### src/rtl/core/led_flame_frame_engine_assert.svh
// Assertion helpers shared by the flame engine RTL.
// Every check is sampled on clk and switched off while rst_n is low.
`ifndef LED_FLAME_FRAME_ENGINE_ASSERT_SVH
`define LED_FLAME_FRAME_ENGINE_ASSERT_SVH

// Same-cycle implication.
`define LFF_ASSERT_IMPLY(label, ante, cons) \
  label: assert property (@(posedge clk) disable iff (!rst_n) (ante) |-> (cons)) \
    else $error("%m: same-cycle check failed");

// Next-cycle implication.
`define LFF_ASSERT_NEXT(label, ante, cons) \
  label: assert property (@(posedge clk) disable iff (!rst_n) (ante) |=> (cons)) \
    else $error("%m: next-cycle check failed");

`endif

### src/rtl/core/lff_pkg.sv
package lff_pkg;

  // Strip length, valid from 8 to 64 cells.
  localparam int NUM_CELLS = 60;

  localparam int HEAT_W = 8;
  localparam int CNT_W  = 6;
  localparam int IDX_W  = 6;
  localparam int SPAN_W = 9;
  localparam int RND_W  = 16;
  localparam int SEED_W = 32;
  localparam int CFG_IDX_W  = 3;
  localparam int CFG_DATA_W = 32;

  localparam logic [CNT_W-1:0] CNT_LAST = CNT_W'(NUM_CELLS - 1);

  // cooling*10/NUM_CELLS by reciprocal; exact for all 12-bit products
  localparam int COOL_SHIFT = 20;
  localparam logic [17:0] COOL_RECIP = 18'((2**COOL_SHIFT + NUM_CELLS - 1) / NUM_CELLS);

  // Draw ranges
  localparam logic [SPAN_W-1:0] ROLL_SPAN  = SPAN_W'(255);
  localparam logic [SPAN_W-1:0] POS_SPAN   = SPAN_W'(7);
  localparam logic [SPAN_W-1:0] SPARK_SPAN = SPAN_W'(95);
  localparam logic [HEAT_W-1:0] SPARK_BASE = 8'd160;

  localparam logic [SEED_W-1:0] SEED_RESET = 32'd1;

  // Configuration register indexes
  localparam logic [CFG_IDX_W-1:0] CFG_COOLING  = 3'd0;
  localparam logic [CFG_IDX_W-1:0] CFG_SPARKING = 3'd1;
  localparam logic [CFG_IDX_W-1:0] CFG_REVERSE  = 3'd2;
  localparam logic [CFG_IDX_W-1:0] CFG_SEED     = 3'd3;

  typedef struct packed {
    logic              load;
    logic              advance;
    logic [SEED_W-1:0] seed;
  } prng_ctl_t;

  typedef struct packed {
    logic [7:0] red;
    logic [7:0] green;
    logic [7:0] blue;
  } rgb_t;

  // (h*191+127)/255; 191h as shifts, /255 as multiply by 0x8081 >> 23
  function automatic logic [7:0] heat_level(input logic [HEAT_W-1:0] h);
    logic [15:0] x;
    logic [31:0] p;
    begin
      x = {h, 8'b0} - {2'b0, h, 6'b0} - {8'b0, h} + 16'd127;
      p = x * 16'h8081;
      heat_level = p[30:23];
    end
  endfunction

  function automatic rgb_t heat_color(input logic [HEAT_W-1:0] h);
    logic [7:0] level;
    logic [7:0] ramp;
    rgb_t c;
    begin
      level = heat_level(h);
      ramp  = {level[5:0], 2'b00};
      if (level > 8'h80) begin
        c = '{red: 8'hFF, green: 8'hFF, blue: ramp};
      end else if (level > 8'h40) begin
        c = '{red: 8'hFF, green: ramp, blue: 8'h00};
      end else begin
        c = '{red: ramp, green: 8'h00, blue: 8'h00};
      end
      heat_color = c;
    end
  endfunction

  // floor(v/3) for v up to 765
  function automatic logic [HEAT_W-1:0] div3(input logic [9:0] v);
    logic [20:0] p;
    begin
      p = v * 11'd683;
      div3 = p[18:11];
    end
  endfunction

endpackage

### src/rtl/core/lff_tick_if.sv
interface lff_tick_if;
  logic valid;
  logic ready;
  logic frame_tick;

  modport source (output valid, output frame_tick, input ready);
  modport sink   (input valid, input frame_tick, output ready);
endinterface

### src/rtl/core/lff_pixel_if.sv
interface lff_pixel_if;
  import lff_pkg::*;

  logic             valid;
  logic             ready;
  logic [IDX_W-1:0] pixel_index;
  logic [7:0]       red;
  logic [7:0]       green;
  logic [7:0]       blue;
  logic             last_pixel;

  modport source (output valid, output pixel_index, output red, output green,
                  output blue, output last_pixel, input ready);
  modport sink   (input valid, input pixel_index, input red, input green,
                  input blue, input last_pixel, output ready);
endinterface

### src/rtl/core/led_flame_frame_engine.sv
// Channel   Port       Dir  Payload
// -------   ---------  ---  ---------------------------------------------
// tick      in_tick    in   frame_tick
// pixel     out_pixel  out  pixel_index, red, green, blue, last_pixel
// config    cfg_*      in   cfg_we, cfg_index, cfg_wdata (write only)
//
// A frame is set by the three full turns of the heat ring: cool, diffuse and
// emit each move one cell past the ring head per cycle. A spark adds the POS
// and HEAT draws between the cool and diffuse turns.
// Stalls on out_pixel hold the ring during the emit turn and add cycles.
// in_tick is ready only between frames; a tick of 0 is taken and dropped.
// rst_n (synchronous) zeroes all heat cells and loads seed 1 into the generator.
`include "led_flame_frame_engine_assert.svh"

module led_flame_frame_engine (
  input  logic                           clk,
  input  logic                           rst_n,
  lff_tick_if.sink                       in_tick,
  lff_pixel_if.source                    out_pixel,
  input  logic                           cfg_we,
  input  logic [lff_pkg::CFG_IDX_W-1:0]  cfg_index,
  input  logic [lff_pkg::CFG_DATA_W-1:0] cfg_wdata
);
  import lff_pkg::*;

  // Sequencer states
  localparam logic [2:0] ST_IDLE = 3'd0;
  localparam logic [2:0] ST_SPAN = 3'd1;
  localparam logic [2:0] ST_COOL = 3'd2;
  localparam logic [2:0] ST_ROLL = 3'd3;
  localparam logic [2:0] ST_POS  = 3'd4;
  localparam logic [2:0] ST_HEAT = 3'd5;
  localparam logic [2:0] ST_DIFF = 3'd6;
  localparam logic [2:0] ST_EMIT = 3'd7;

  logic [2:0] state_r, state_nxt;
  logic [CNT_W-1:0] cnt_r, cnt_nxt;

  // Configuration
  logic [7:0] cooling_r, cooling_nxt;
  logic [7:0] sparking_r, sparking_nxt;
  logic       reverse_r, reverse_nxt;
  logic       seed_load;

  // Frame working registers
  logic [SPAN_W-1:0] span_r, span_nxt;
  logic              fire_r, fire_nxt;
  logic [2:0]        pos_r, pos_nxt;
  logic [HEAT_W-1:0] sheat_r, sheat_nxt;
  logic [HEAT_W-1:0] p1_r, p1_nxt;
  logic [HEAT_W-1:0] p2_r, p2_nxt;

  // Output register
  logic             out_valid_r, out_valid_nxt;
  logic [IDX_W-1:0] out_index_r, out_index_nxt;
  rgb_t             out_rgb_r, out_rgb_nxt;
  logic             out_last_r, out_last_nxt;

  // Heat ring
  logic [HEAT_W-1:0] heat_q [NUM_CELLS];
  logic [HEAT_W-1:0] head;
  logic [HEAT_W-1:0] tail_in;
  logic              rotate;

  // Shared draw unit
  prng_ctl_t         prng_ctl;
  logic [RND_W-1:0]  rnd;
  logic [SPAN_W-1:0] draw_span;
  logic [24:0]       draw_prod;
  logic [SPAN_W-1:0] draw;

  logic              emit_step;
  logic [11:0]       cool10;
  logic [29:0]       span_prod;
  logic [9:0]        diff_sum;
  logic [HEAT_W-1:0] diff_val;
  logic [HEAT_W:0]   spark_sum;

  assign head = heat_q[0];

  // Ring: each cell takes its upper neighbor; the head re-enters at the tail
  for (genvar j = 0; j < NUM_CELLS; j++) begin : g_cell
    logic [HEAT_W-1:0] d;
    if (j == NUM_CELLS - 1) begin : g_tail
      assign d = tail_in;
    end else begin : g_body
      assign d = heat_q[j+1];
    end
    lff_cell u_cell (
      .clk   (clk),
      .rst_n (rst_n),
      .shift (rotate),
      .d     (d),
      .q     (heat_q[j])
    );
  end

  lff_prng u_prng (
    .clk   (clk),
    .rst_n (rst_n),
    .ctl   (prng_ctl),
    .rnd   (rnd)
  );

  // One multiplier scales every draw to its range
  always_comb begin
    case (state_r)
      ST_COOL: draw_span = span_r;
      ST_ROLL: draw_span = ROLL_SPAN;
      ST_POS:  draw_span = POS_SPAN;
      default: draw_span = SPARK_SPAN;
    endcase
    draw_prod = rnd * draw_span;
    draw      = draw_prod[24:16];
  end

  // Cooling span: cooling*10/NUM_CELLS + 2
  always_comb begin
    cool10    = {1'b0, cooling_r, 3'b0} + {3'b0, cooling_r, 1'b0};
    span_prod = cool10 * COOL_RECIP;
  end

  // Diffusion from the two previous (pre-update) heads, then the spark
  always_comb begin
    diff_sum  = {2'b0, p1_r} + {1'b0, p2_r, 1'b0};
    diff_val  = (cnt_r >= CNT_W'(2)) ? div3(diff_sum) : head;
    spark_sum = {1'b0, diff_val} + {1'b0, sheat_r};
  end

  assign seed_load = cfg_we && (cfg_index == CFG_SEED);
  assign emit_step = !out_valid_r || out_pixel.ready;

  always_comb begin
    state_nxt     = state_r;
    cnt_nxt       = cnt_r;
    span_nxt      = span_r;
    fire_nxt      = fire_r;
    pos_nxt       = pos_r;
    sheat_nxt     = sheat_r;
    p1_nxt        = p1_r;
    p2_nxt        = p2_r;
    out_index_nxt = out_index_r;
    out_rgb_nxt   = out_rgb_r;
    out_last_nxt  = out_last_r;
    out_valid_nxt = out_valid_r && !out_pixel.ready;
    rotate        = 1'b0;
    tail_in       = head;
    prng_ctl      = '{load: seed_load, advance: 1'b0, seed: cfg_wdata};

    case (state_r)
      ST_IDLE: begin
        if (in_tick.valid && in_tick.frame_tick) begin
          state_nxt = ST_SPAN;
        end
      end
      ST_SPAN: begin
        span_nxt  = SPAN_W'(span_prod >> COOL_SHIFT) + SPAN_W'(2);
        cnt_nxt   = '0;
        state_nxt = ST_COOL;
      end
      ST_COOL: begin
        rotate           = 1'b1;
        prng_ctl.advance = 1'b1;
        tail_in = (draw > {1'b0, head}) ? '0 : (head - draw[HEAT_W-1:0]);
        cnt_nxt = cnt_r + CNT_W'(1);
        if (cnt_r == CNT_LAST) begin
          cnt_nxt   = '0;
          state_nxt = ST_ROLL;
        end
      end
      ST_ROLL: begin
        prng_ctl.advance = 1'b1;
        fire_nxt  = draw < {1'b0, sparking_r};
        state_nxt = fire_nxt ? ST_POS : ST_DIFF;
      end
      ST_POS: begin
        prng_ctl.advance = 1'b1;
        pos_nxt   = draw[2:0];
        state_nxt = ST_HEAT;
      end
      ST_HEAT: begin
        prng_ctl.advance = 1'b1;
        sheat_nxt = SPARK_BASE + draw[HEAT_W-1:0];
        state_nxt = ST_DIFF;
      end
      ST_DIFF: begin
        rotate  = 1'b1;
        tail_in = diff_val;
        if (fire_r && (cnt_r == {3'b0, pos_r})) begin
          tail_in = spark_sum[HEAT_W] ? 8'hFF : spark_sum[HEAT_W-1:0];
        end
        p2_nxt  = p1_r;
        p1_nxt  = head;
        cnt_nxt = cnt_r + CNT_W'(1);
        if (cnt_r == CNT_LAST) begin
          cnt_nxt   = '0;
          state_nxt = ST_EMIT;
        end
      end
      ST_EMIT: begin
        if (emit_step) begin
          rotate        = 1'b1;
          out_valid_nxt = 1'b1;
          out_rgb_nxt   = heat_color(head);
          out_index_nxt = reverse_r ? IDX_W'(cnt_r) : IDX_W'(CNT_LAST - cnt_r);
          out_last_nxt  = cnt_r == CNT_LAST;
          cnt_nxt       = cnt_r + CNT_W'(1);
          if (cnt_r == CNT_LAST) begin
            cnt_nxt   = '0;
            state_nxt = ST_IDLE;
          end
        end
      end
      default: begin
        state_nxt = ST_IDLE;
      end
    endcase
  end

  // Configuration writes; unknown indexes drop
  always_comb begin
    cooling_nxt  = cooling_r;
    sparking_nxt = sparking_r;
    reverse_nxt  = reverse_r;
    if (cfg_we) begin
      case (cfg_index)
        CFG_COOLING:  cooling_nxt  = cfg_wdata[7:0];
        CFG_SPARKING: sparking_nxt = cfg_wdata[7:0];
        CFG_REVERSE:  reverse_nxt  = cfg_wdata[0];
        default:      ;
      endcase
    end
  end

  always_ff @(posedge clk) begin
    if (!rst_n) begin
      state_r     <= ST_IDLE;
      cnt_r       <= '0;
      fire_r      <= 1'b0;
      out_valid_r <= 1'b0;
      cooling_r   <= 8'd55;
      sparking_r  <= 8'd120;
      reverse_r   <= 1'b0;
    end else begin
      state_r     <= state_nxt;
      cnt_r       <= cnt_nxt;
      fire_r      <= fire_nxt;
      out_valid_r <= out_valid_nxt;
      cooling_r   <= cooling_nxt;
      sparking_r  <= sparking_nxt;
      reverse_r   <= reverse_nxt;
    end
  end

  // Payload registers, no reset
  always_ff @(posedge clk) begin
    span_r      <= span_nxt;
    pos_r       <= pos_nxt;
    sheat_r     <= sheat_nxt;
    p1_r        <= p1_nxt;
    p2_r        <= p2_nxt;
    out_index_r <= out_index_nxt;
    out_rgb_r   <= out_rgb_nxt;
    out_last_r  <= out_last_nxt;
  end

  assign in_tick.ready         = state_r == ST_IDLE;
  assign out_pixel.valid       = out_valid_r;
  assign out_pixel.pixel_index = out_index_r;
  assign out_pixel.red         = out_rgb_r.red;
  assign out_pixel.green       = out_rgb_r.green;
  assign out_pixel.blue        = out_rgb_r.blue;
  assign out_pixel.last_pixel  = out_last_r;

  `LFF_ASSERT_NEXT(a_tick_starts_frame,
    in_tick.valid && in_tick.ready && in_tick.frame_tick, state_r == ST_SPAN)
  `LFF_ASSERT_NEXT(a_stall_holds_ring,
    state_r == ST_EMIT && out_valid_r && !out_pixel.ready, $stable(heat_q[0]))
  `LFF_ASSERT_NEXT(a_last_ends_frame,
    state_r == ST_EMIT && emit_step && cnt_r == CNT_LAST,
    out_last_r && out_valid_r && state_r == ST_IDLE)
  `LFF_ASSERT_IMPLY(a_cnt_in_range,
    state_r == ST_COOL || state_r == ST_DIFF || state_r == ST_EMIT, cnt_r <= CNT_LAST)

endmodule

### src/rtl/core/lff_cell.sv
module lff_cell (
  input  logic                       clk,
  input  logic                       rst_n,
  input  logic                       shift,
  input  logic [lff_pkg::HEAT_W-1:0] d,
  output logic [lff_pkg::HEAT_W-1:0] q
);
  import lff_pkg::*;

  logic [HEAT_W-1:0] heat_r;

  always_ff @(posedge clk) begin
    if (!rst_n) begin
      heat_r <= '0;
    end else if (shift) begin
      heat_r <= d;
    end
  end

  assign q = heat_r;

endmodule

### src/rtl/core/lff_prng.sv
`include "led_flame_frame_engine_assert.svh"

module lff_prng (
  input  logic                      clk,
  input  logic                      rst_n,
  input  lff_pkg::prng_ctl_t        ctl,
  output logic [lff_pkg::RND_W-1:0] rnd
);
  import lff_pkg::*;

  logic [SEED_W-1:0] state_r;
  logic [SEED_W-1:0] state_nxt;
  logic [SEED_W-1:0] x1, x2, x3;

  // xorshift 13/17/5
  always_comb begin
    x1 = state_r ^ (state_r << 13);
    x2 = x1 ^ (x1 >> 17);
    x3 = x2 ^ (x2 << 5);
  end

  // draw uses the upper half of the advanced state
  assign rnd = x3[SEED_W-1 -: RND_W];

  always_comb begin
    state_nxt = state_r;
    if (ctl.load) begin
      state_nxt = (ctl.seed == '0) ? SEED_RESET : ctl.seed;
    end else if (ctl.advance) begin
      state_nxt = x3;
    end
  end

  always_ff @(posedge clk) begin
    if (!rst_n) begin
      state_r <= SEED_RESET;
    end else begin
      state_r <= state_nxt;
    end
  end

  `LFF_ASSERT_NEXT(a_state_nonzero, 1'b1, state_r != '0)

endmodule
### src/flat_wrapper.sv
// flat-port wrapper written by rule: the top's interface ports become plain ports
module led_flame_frame_engine_flat import lff_pkg::*;
  (clk, rst_n, cfg_we, cfg_index, cfg_wdata, in_tick_valid, in_tick_frame_tick, in_tick_ready, out_pixel_valid, out_pixel_pixel_index, out_pixel_red, out_pixel_green, out_pixel_blue, out_pixel_last_pixel, out_pixel_ready);
  lff_tick_if in_tick_i ();
  lff_pixel_if out_pixel_i ();
  input  logic clk;
  input  logic rst_n;
  input  logic cfg_we;
  input  logic [lff_pkg::CFG_IDX_W-1:0] cfg_index;
  input  logic [lff_pkg::CFG_DATA_W-1:0] cfg_wdata;
  input wire logic [$bits(in_tick_i.valid)-1:0] in_tick_valid;
  input wire logic [$bits(in_tick_i.frame_tick)-1:0] in_tick_frame_tick;
  output wire logic [$bits(in_tick_i.ready)-1:0] in_tick_ready;
  output wire logic [$bits(out_pixel_i.valid)-1:0] out_pixel_valid;
  output wire logic [$bits(out_pixel_i.pixel_index)-1:0] out_pixel_pixel_index;
  output wire logic [$bits(out_pixel_i.red)-1:0] out_pixel_red;
  output wire logic [$bits(out_pixel_i.green)-1:0] out_pixel_green;
  output wire logic [$bits(out_pixel_i.blue)-1:0] out_pixel_blue;
  output wire logic [$bits(out_pixel_i.last_pixel)-1:0] out_pixel_last_pixel;
  input wire logic [$bits(out_pixel_i.ready)-1:0] out_pixel_ready;
  assign in_tick_i.valid = in_tick_valid;
  assign in_tick_i.frame_tick = in_tick_frame_tick;
  assign in_tick_ready = in_tick_i.ready;
  assign out_pixel_valid = out_pixel_i.valid;
  assign out_pixel_pixel_index = out_pixel_i.pixel_index;
  assign out_pixel_red = out_pixel_i.red;
  assign out_pixel_green = out_pixel_i.green;
  assign out_pixel_blue = out_pixel_i.blue;
  assign out_pixel_last_pixel = out_pixel_i.last_pixel;
  assign out_pixel_i.ready = out_pixel_ready;
  led_flame_frame_engine u_core (.clk(clk), .rst_n(rst_n), .in_tick(in_tick_i), .out_pixel(out_pixel_i), .cfg_we(cfg_we), .cfg_index(cfg_index), .cfg_wdata(cfg_wdata));
endmodule
### config.mk
export PLATFORM = sky130hd
export DESIGN_NAME = led_flame_frame_engine_flat
export DESIGN_NICKNAME = d
export VERILOG_FILES = /design/src/rtl/core/lff_pkg.sv /design/src/rtl/core/lff_tick_if.sv /design/src/rtl/core/lff_pixel_if.sv /design/src/rtl/core/led_flame_frame_engine.sv /design/src/rtl/core/lff_cell.sv /design/src/rtl/core/lff_prng.sv /design/src/flat_wrapper.sv
export VERILOG_INCLUDE_DIRS = /design/src /design/src/rtl/core
export SDC_FILE = /design/constraint.sdc
export NUM_CORES = 2
export LEC_CHECK = 0
export BUFFER_PORTS_ARGS = -buffer_cell sky130_fd_sc_hd__buf_2
export CORE_MARGIN = 5
export CORE_UTILIZATION = 68
export CTS_CLUSTER_SIZE = 24
export DETAILED_ROUTE_END_ITERATION = 16
export GPL_TIMING_DRIVEN = 1
export PLACE_DENSITY = 0.86
export SLEW_MARGIN = 10
export SYNTH_ARGS = -nofsm -noshare
export SYNTH_HDL_FRONTEND = slang
export SYNTH_SLANG_ARGS = --single-unit
### constraint.sdc
create_clock -name clk -period 11.3 [get_ports clk]
set_input_delay 0.565 -clock clk [delete_from_list [all_inputs] [get_ports clk]]
set_output_delay 0.565 -clock clk [all_outputs]
set_load 0.02 [all_outputs]
### After elaboration in Yosys (flattened, before gate mapping)

Cells that the tools add are included.

* register bits: 607
* input port bits: 41
* output and inout port bits: 33

* $add $sub $neg: 11
* $mul: 4
* magnitude comparators: 5
* equality and inequality tests: 17
* muxes and demuxes: 27
* bitwise logic cells: 3
* reduce and logical (&&, ||, !) cells: 21

Operators by type and width (count)
* $mux W32: 3
* $xor A32 B32 Y32: 2
* $mux W8: 5
* $logic_not A32 Y1: 1
* $xor A32 B15 Y32: 1
* $mul A16 B16 Y31 const B: 1
* $mul A12 B15 Y27 const B: 1
* $pmux W9 S3: 1
* $mul A16 B9 Y25: 1
* $pmux W3 S8: 1
* $mul A10 B10 Y19 const B: 1
* $mux W18: 1
* $mux W6: 3
* $pmux W6 S3: 1
* $add A16 B7 Y16 const B: 1
* $pmux W8 S2: 1
* $sub A16 B14 Y16: 1
* $sub A16 B8 Y16: 1
* $mux W3: 5
* $add A11 B9 Y12: 1
* $eq A3 B2 Y1 const B: 4
* $eq A3 B3 Y1 const B: 4
* $add A8 B9 Y10: 1
* $ne A2 B1 Y1 const B: 5
* 27 further kinds: 41

### Logic depth before layout (Yosys ltp)

* depth in word-level cells: 7
* gate-level depth with buffers: 36

### By module

From an unflattened synthesis, not the netlist that was laid out.

* cell total of the unflattened synthesis: 3263
* area, all modules: 34366.7 sq um

Modules (own cells, without submodules)
* lff_cell: instances 60, cells each 25, area each 301.5 sq um, sequential area each 160.2 sq um
* led_flame_frame_engine: instances 1, cells each 1517, area each 14036.0 sq um, sequential area each 2422.3 sq um
* lff_prng: instances 1, cells each 246, area each 2238.4 sq um, sequential area each 640.6 sq um

### Worst setup path after synthesis

OpenSTA, ideal clock, no wires.

* kind: register -> register
* from: register u_core.p1_r[1]
* to: register u_core.g_cell[59].u_cell.heat_r[6]
* library setup time: 0.117 ns
* arrival: 7.588 ns
* data required time: 11.183 ns
* setup slack: 3.595 ns
* cell stages (with the launch flop): 37
* clock period less this slack: 7.705 ns
* cell sequence: edfxtp_1 -> ha_1 -> fa_1 -> a21o_1 -> a21oi_1 -> o21bai_1 -> a21oi_1 -> xor2_1 -> inv_1 -> ha_1 -> ha_1 -> inv_1 -> fa_1 -> inv_1 -> fa_1 -> inv_1 -> fa_1 -> inv_1 -> ha_1 -> a211oi_1 -> o211a_1 -> nor2_1 -> a21oi_1 -> o21bai_1 -> xnor2_1 -> o21ai_0 -> ha_1 -> nor2b_1 -> o21ai_0 -> a21boi_0 -> o21ai_0 -> a21boi_0 -> o21ai_0 -> nand2_1 -> o221ai_1 -> o311ai_0 -> o2bb2ai_1

* longest elaborated chain between the ends: 7

Ends and longest elaborated chain
* from (decl): RTL line led_flame_frame_engine.sv:50 `logic [HEAT_W-1:0] p1_r, p1_nxt;`
* from (signal assigned): RTL line led_flame_frame_engine.sv:260 `p1_r <= p1_nxt;`
* $add A8 B9 Y10 (*): RTL line led_flame_frame_engine.sv:125 `diff_sum = {2'b0, p1_r} + {1'b0, p2_r, 1'b0};`
* $mul A10 B10 Y19 (*): RTL line lff_pkg.sv:80 `p = v * 11'd683;`
* $mux W8 (*): RTL line led_flame_frame_engine.sv:126 `diff_val = (cnt_r >= CNT_W'(2)) ? div3(diff_sum) : head;`
* $add A8 B8 Y9: RTL line led_flame_frame_engine.sv:127 `spark_sum = {1'b0, diff_val} + {1'b0, sheat_r};`
* $mux W8: RTL line led_flame_frame_engine.sv:190 `tail_in = spark_sum[HEAT_W] ? 8'hFF : spark_sum[HEAT_W-1:0];`
* $mux W8 (*): RTL line led_flame_frame_engine.sv:189 `if (fire_r && (cnt_r == {3'b0, pos_r})) begin`
* $pmux W8 S2 (*): RTL line led_flame_frame_engine.sv:150 `case (state_r)`
* to (signal assigned): RTL line lff_cell.sv:14 `heat_r <= '0;`
* to (signal assigned): RTL line lff_cell.sv:16 `heat_r <= d;`
* to (decl): RTL line lff_cell.sv:10 `logic [HEAT_W-1:0] heat_r;`

Mark *: on every way between the ends. The rest lies on a longest branch, timed or not.
A chain may end at the register's enable or synchronous reset.

### Worst setup path in the final report

Ends and elaborated chain as after synthesis.

==> flow_summary_export.csv <==
group,metric,value,unit
cells_and_area,mostFrequentLayoutCell,"nand2_1",
die,die_h,228,µm
route,drc,0,
cells_and_area,mostFrequentLayoutCells,"1091 x nand2_1, 556 x a21oi_1, 540 x dfxtp_1",
clock_tree,holdBufCountCts,0,
setup_path,timing.rr.end,"u_core.g_cell[59].u_cell.q[6]",
clock_tree,htreeDepth,2,
setup_path,reg2reg_slack,2.64,ns
die,rows,80,
place,gp_congestion,0.940,
logic_synthesis,ys_warn_count,0,
place,hpwl,48.8,mm
clock_tree,numCtsBuffers,58,
die,initial_core_util,0.684,
global_routing,grtUsageTotal,0.267,
route,dr.pass1.iters,5,
logic_synthesis,synth_cell_types,73,
route,wl_per_cell,16.0,µm
timing,whs,0.197,ns
setup_path,cp_top_family,"adder cells",
clock_tree,post_cts_resized,0,
setup_path,worst_path_largest_cell_delay,0.54,ns
global_routing,grt_pass1_wl,119,mm
setup_path,crit_arrival,9.16,ns
setup_path,required,11.81,ns
global_routing,grt_max_degree,253,
logic_synthesis,synth_top_cell_area_share,0.333,
cells_and_area,regArea,0.0127,mm²
setup_path,critical_path.max_fanout,6,
timing,slew_viol_final,0,
route,m1WireLength,31.0,mm
logic_synthesis,synth_seq_cells,602,
timing,setup_viol,0,
die,io_pins,74,
timing,clock-skew-final,0.0161,ns
global_routing,overflow,0,
timing,tns,0,ns
cells_and_area,finalNetCount,4300,
clock_tree,cts_sinks,602,
timing,relSlewSlack,0.168,
logic_synthesis,synth_top_family_by_area,"adder cells",
clock_tree,root_buffer,"clkbuf_16",
logic_synthesis,synth-edff-count,62,
clock_tree,cts_tree,"yes",
timing,period_share,0.766,
setup_path,path_class,"reg2reg",
cells_and_area,area_growth,7.95,%
route,drtAntennaViolNets,0,
clock_tree,path_clk_slew,0.06,ns
logic_synthesis,synth_compound_area_frac,0.142,
worst_hold_path,hp-start,"cfg_wdata[28]",
route,met2_length,33.5,mm
global_routing,grt_pass1_vias,24500,
route,route.vias.total,26100,
worst_hold_path,hold_class,"in2reg",
logic_synthesis,synth_mux_area_frac,0.00224,
clock_tree,cts_buffer_depth,3,
global_routing,antenna_found_initial,0,
run,maxCapViolations,0,
logic_synthesis,synthAdderAreaFrac,0.189,
timing,tightest_slew,1.24,ns
cells_and_area,multiInputGateArea,0.0180,mm²
cells_and_area,drive_gt1_frac,0.0545,
route,wl_met3,4.87,mm
setup_path,startpoint_type,"flip-flop",
route,via_per_inst,5.78,
route,top_layer,"met4",
setup_path,r2r_start,"u_core.p1_r[1]",
logic_synthesis,ys_seq_area_frac,0.391,
die,core_area,0.0474,mm²
die,die_area,0.0522,mm²
worst_hold_path,hold_end,"u_core.u_prng.state_r[28]",
logic_synthesis,synth-simple-area-share,0.181,
logic_synthesis,synth_area_leaders,"dfxtp_1 33%, nand2_1 13%, ha_1 11%",
logic_synthesis,netlist_area,0.0324,mm²
worst_hold_path,hold_depth,3,
die,die_w,228,µm
logic_synthesis,synthArstFlopShare,0,
route,drt_iter0_drc,2496,
logic_synthesis,avgSynthCellArea,8.32,µm²
setup_path,path_buf_inv,5,
route,wirelength,71.9,mm
outcome,outcome,"finished clean",
timing,period_minus_slack,8.66,ns
logic_synthesis,synthCells,3898,
setup_path,r2r_cells,36,
setup_path,end_kind,"flip-flop",
logic_synthesis,synth_largest_area_cell,"dfxtp_1",
timing,hold_viol,0,
logic_synthesis,synthXorXnorAreaFrac,0.0394,
logic_synthesis,ys.flop_type,"dfxtp_1",
clock_tree,clk_latency,0.62,ns
cells_and_area,fill_cells,3438,
timing,grt_setup_unrepaired,"no",
place,port_buffers,71,
setup_path,slowest_stage,"fa_1",
timing,fmax,115,MHz
clock_tree,post-cts-setup-buffer-count,0,
-- kinds of logic after synthesis --
kind of cell             Yosys count
other                              1
AO/OA/AOI/OAI                    809
buffers and inverters            473
AND/OR/NAND/NOR                 1451
adder cells (fa/ha/maj)          417
multiplexers                       7
flip-flops                       602
XOR/XNOR                         138
-- registers in the layout, indices dropped and copies added, names as in the netlist, 7 cells and up --
signal / cells
u_core.cooling_r: 8
u_core.span_r: 8
u_core.out_pixel.green: 7
u_core.sparking_r: 8
u_core.sheat_r: 8
u_core.p1_r: 8
u_core.out_pixel.red: 7
u_core.g_cell.u_cell.q: 480
u_core.u_prng.state_r: 32
u_core.p2_r: 8
-- final cells by class --
| class | count | share of cell area |
|---|---|---|
| multi-input combinational | 2824 | 0.514 |
| sequential | 602 | 0.362 |
| clock buffer | 89 | 0.0510 |
| inverter | 268 | 0.0289 |
| tap | 615 | 0.0220 |
| timing repair buffer | 90 | 0.0153 |
| clock inverter | 20 | 0.00715 |
| antenna | 1 | 0.0000715 |
-- Yosys cell counts (all sizes together), types with 4 or more instances --
| master | count |
|---|---|
| or2 | 12 |
| o2bb2ai | 4 |
| o21a | 13 |
| dfxtp | 540 |
| or3 | 26 |
| nor2 | 168 |
| o211ai | 27 |
| nand2 | 1092 |
| and3 | 16 |
| clkbuf | 187 |
| a2111oi | 4 |
| nand4 | 11 |
| inv | 268 |
| a31oi | 19 |
| o221ai | 6 |
| a21o | 26 |
| mux2i | 5 |
| nor4 | 13 |
| ha | 293 |
| buf | 18 |
| o21ai | 73 |
| nor2b | 10 |
| xor2 | 40 |
| and2 | 13 |
| a311oi | 17 |
| o21bai | 11 |
| a211oi | 12 |
| a21oi | 556 |
| nand3 | 23 |
| nand2b | 24 |
| xnor2 | 96 |
| nor3 | 29 |
| fa | 122 |
| edfxtp | 62 |
| o211a | 4 |
-- worst max-delay path by stage --
stage | cells past startpoint | endpoint | startpoint | slack (ns)
finish | 36 | u_core.g_cell[59].u_cell.q[6] | u_core.p1_r[1] | 2.64
global route | 36 | u_core.g_cell[59].u_cell.q[6] | u_core.p1_r[1] | 1.90
CTS | 36 | u_core.g_cell[59].u_cell.q[6] | u_core.p1_r[1] | 2.69
detailed placement | 36 | u_core.g_cell[59].u_cell.q[6] | u_core.p1_r[1] | 2.80
global placement | 36 | u_core.g_cell[59].u_cell.q[6] | u_core.p1_r[1] | 3.07
floorplan | 36 | u_core.g_cell[59].u_cell.q[6] | u_core.p1_r[1] | 3.59
-- worst reg2reg max path, delay by kind of cell (launching register included) --
family | cells | cell delay, ns
flops | 1 | 0.39
xor+xnor | 2 | 0.51
buf+inv | 5 | 0.34
simple gates | 3 | 0.43
fa+ha+maj | 9 | 3.45
compound gates | 17 | 3.42
-- stage by stage --
step	utilization	instance area [µm²]	std cells	worst slack [ns]
2_1_floorplan	-	32400	3899	3.59
3_3_place_gp	0.695	33000	4399	3.07
3_5_place_dp	0.695	33000	4399	2.80
4_1_cts	0.738	35000	4508	2.69
5_1_grt	0.738	35000	4508	1.90
6_report	0.738	35000	4509	2.64
-- metal layers --
layer,vias up,global-route usage
li1,12800,-
met1,12300,0.358
met2,785,0.438
met3,185,0.0493
met4,0,0.0959
met5,-,0
Power is left out: the tool's default activity adds up to more than one toggle a clock period on the data nets, which glitch-free logic cannot reach.
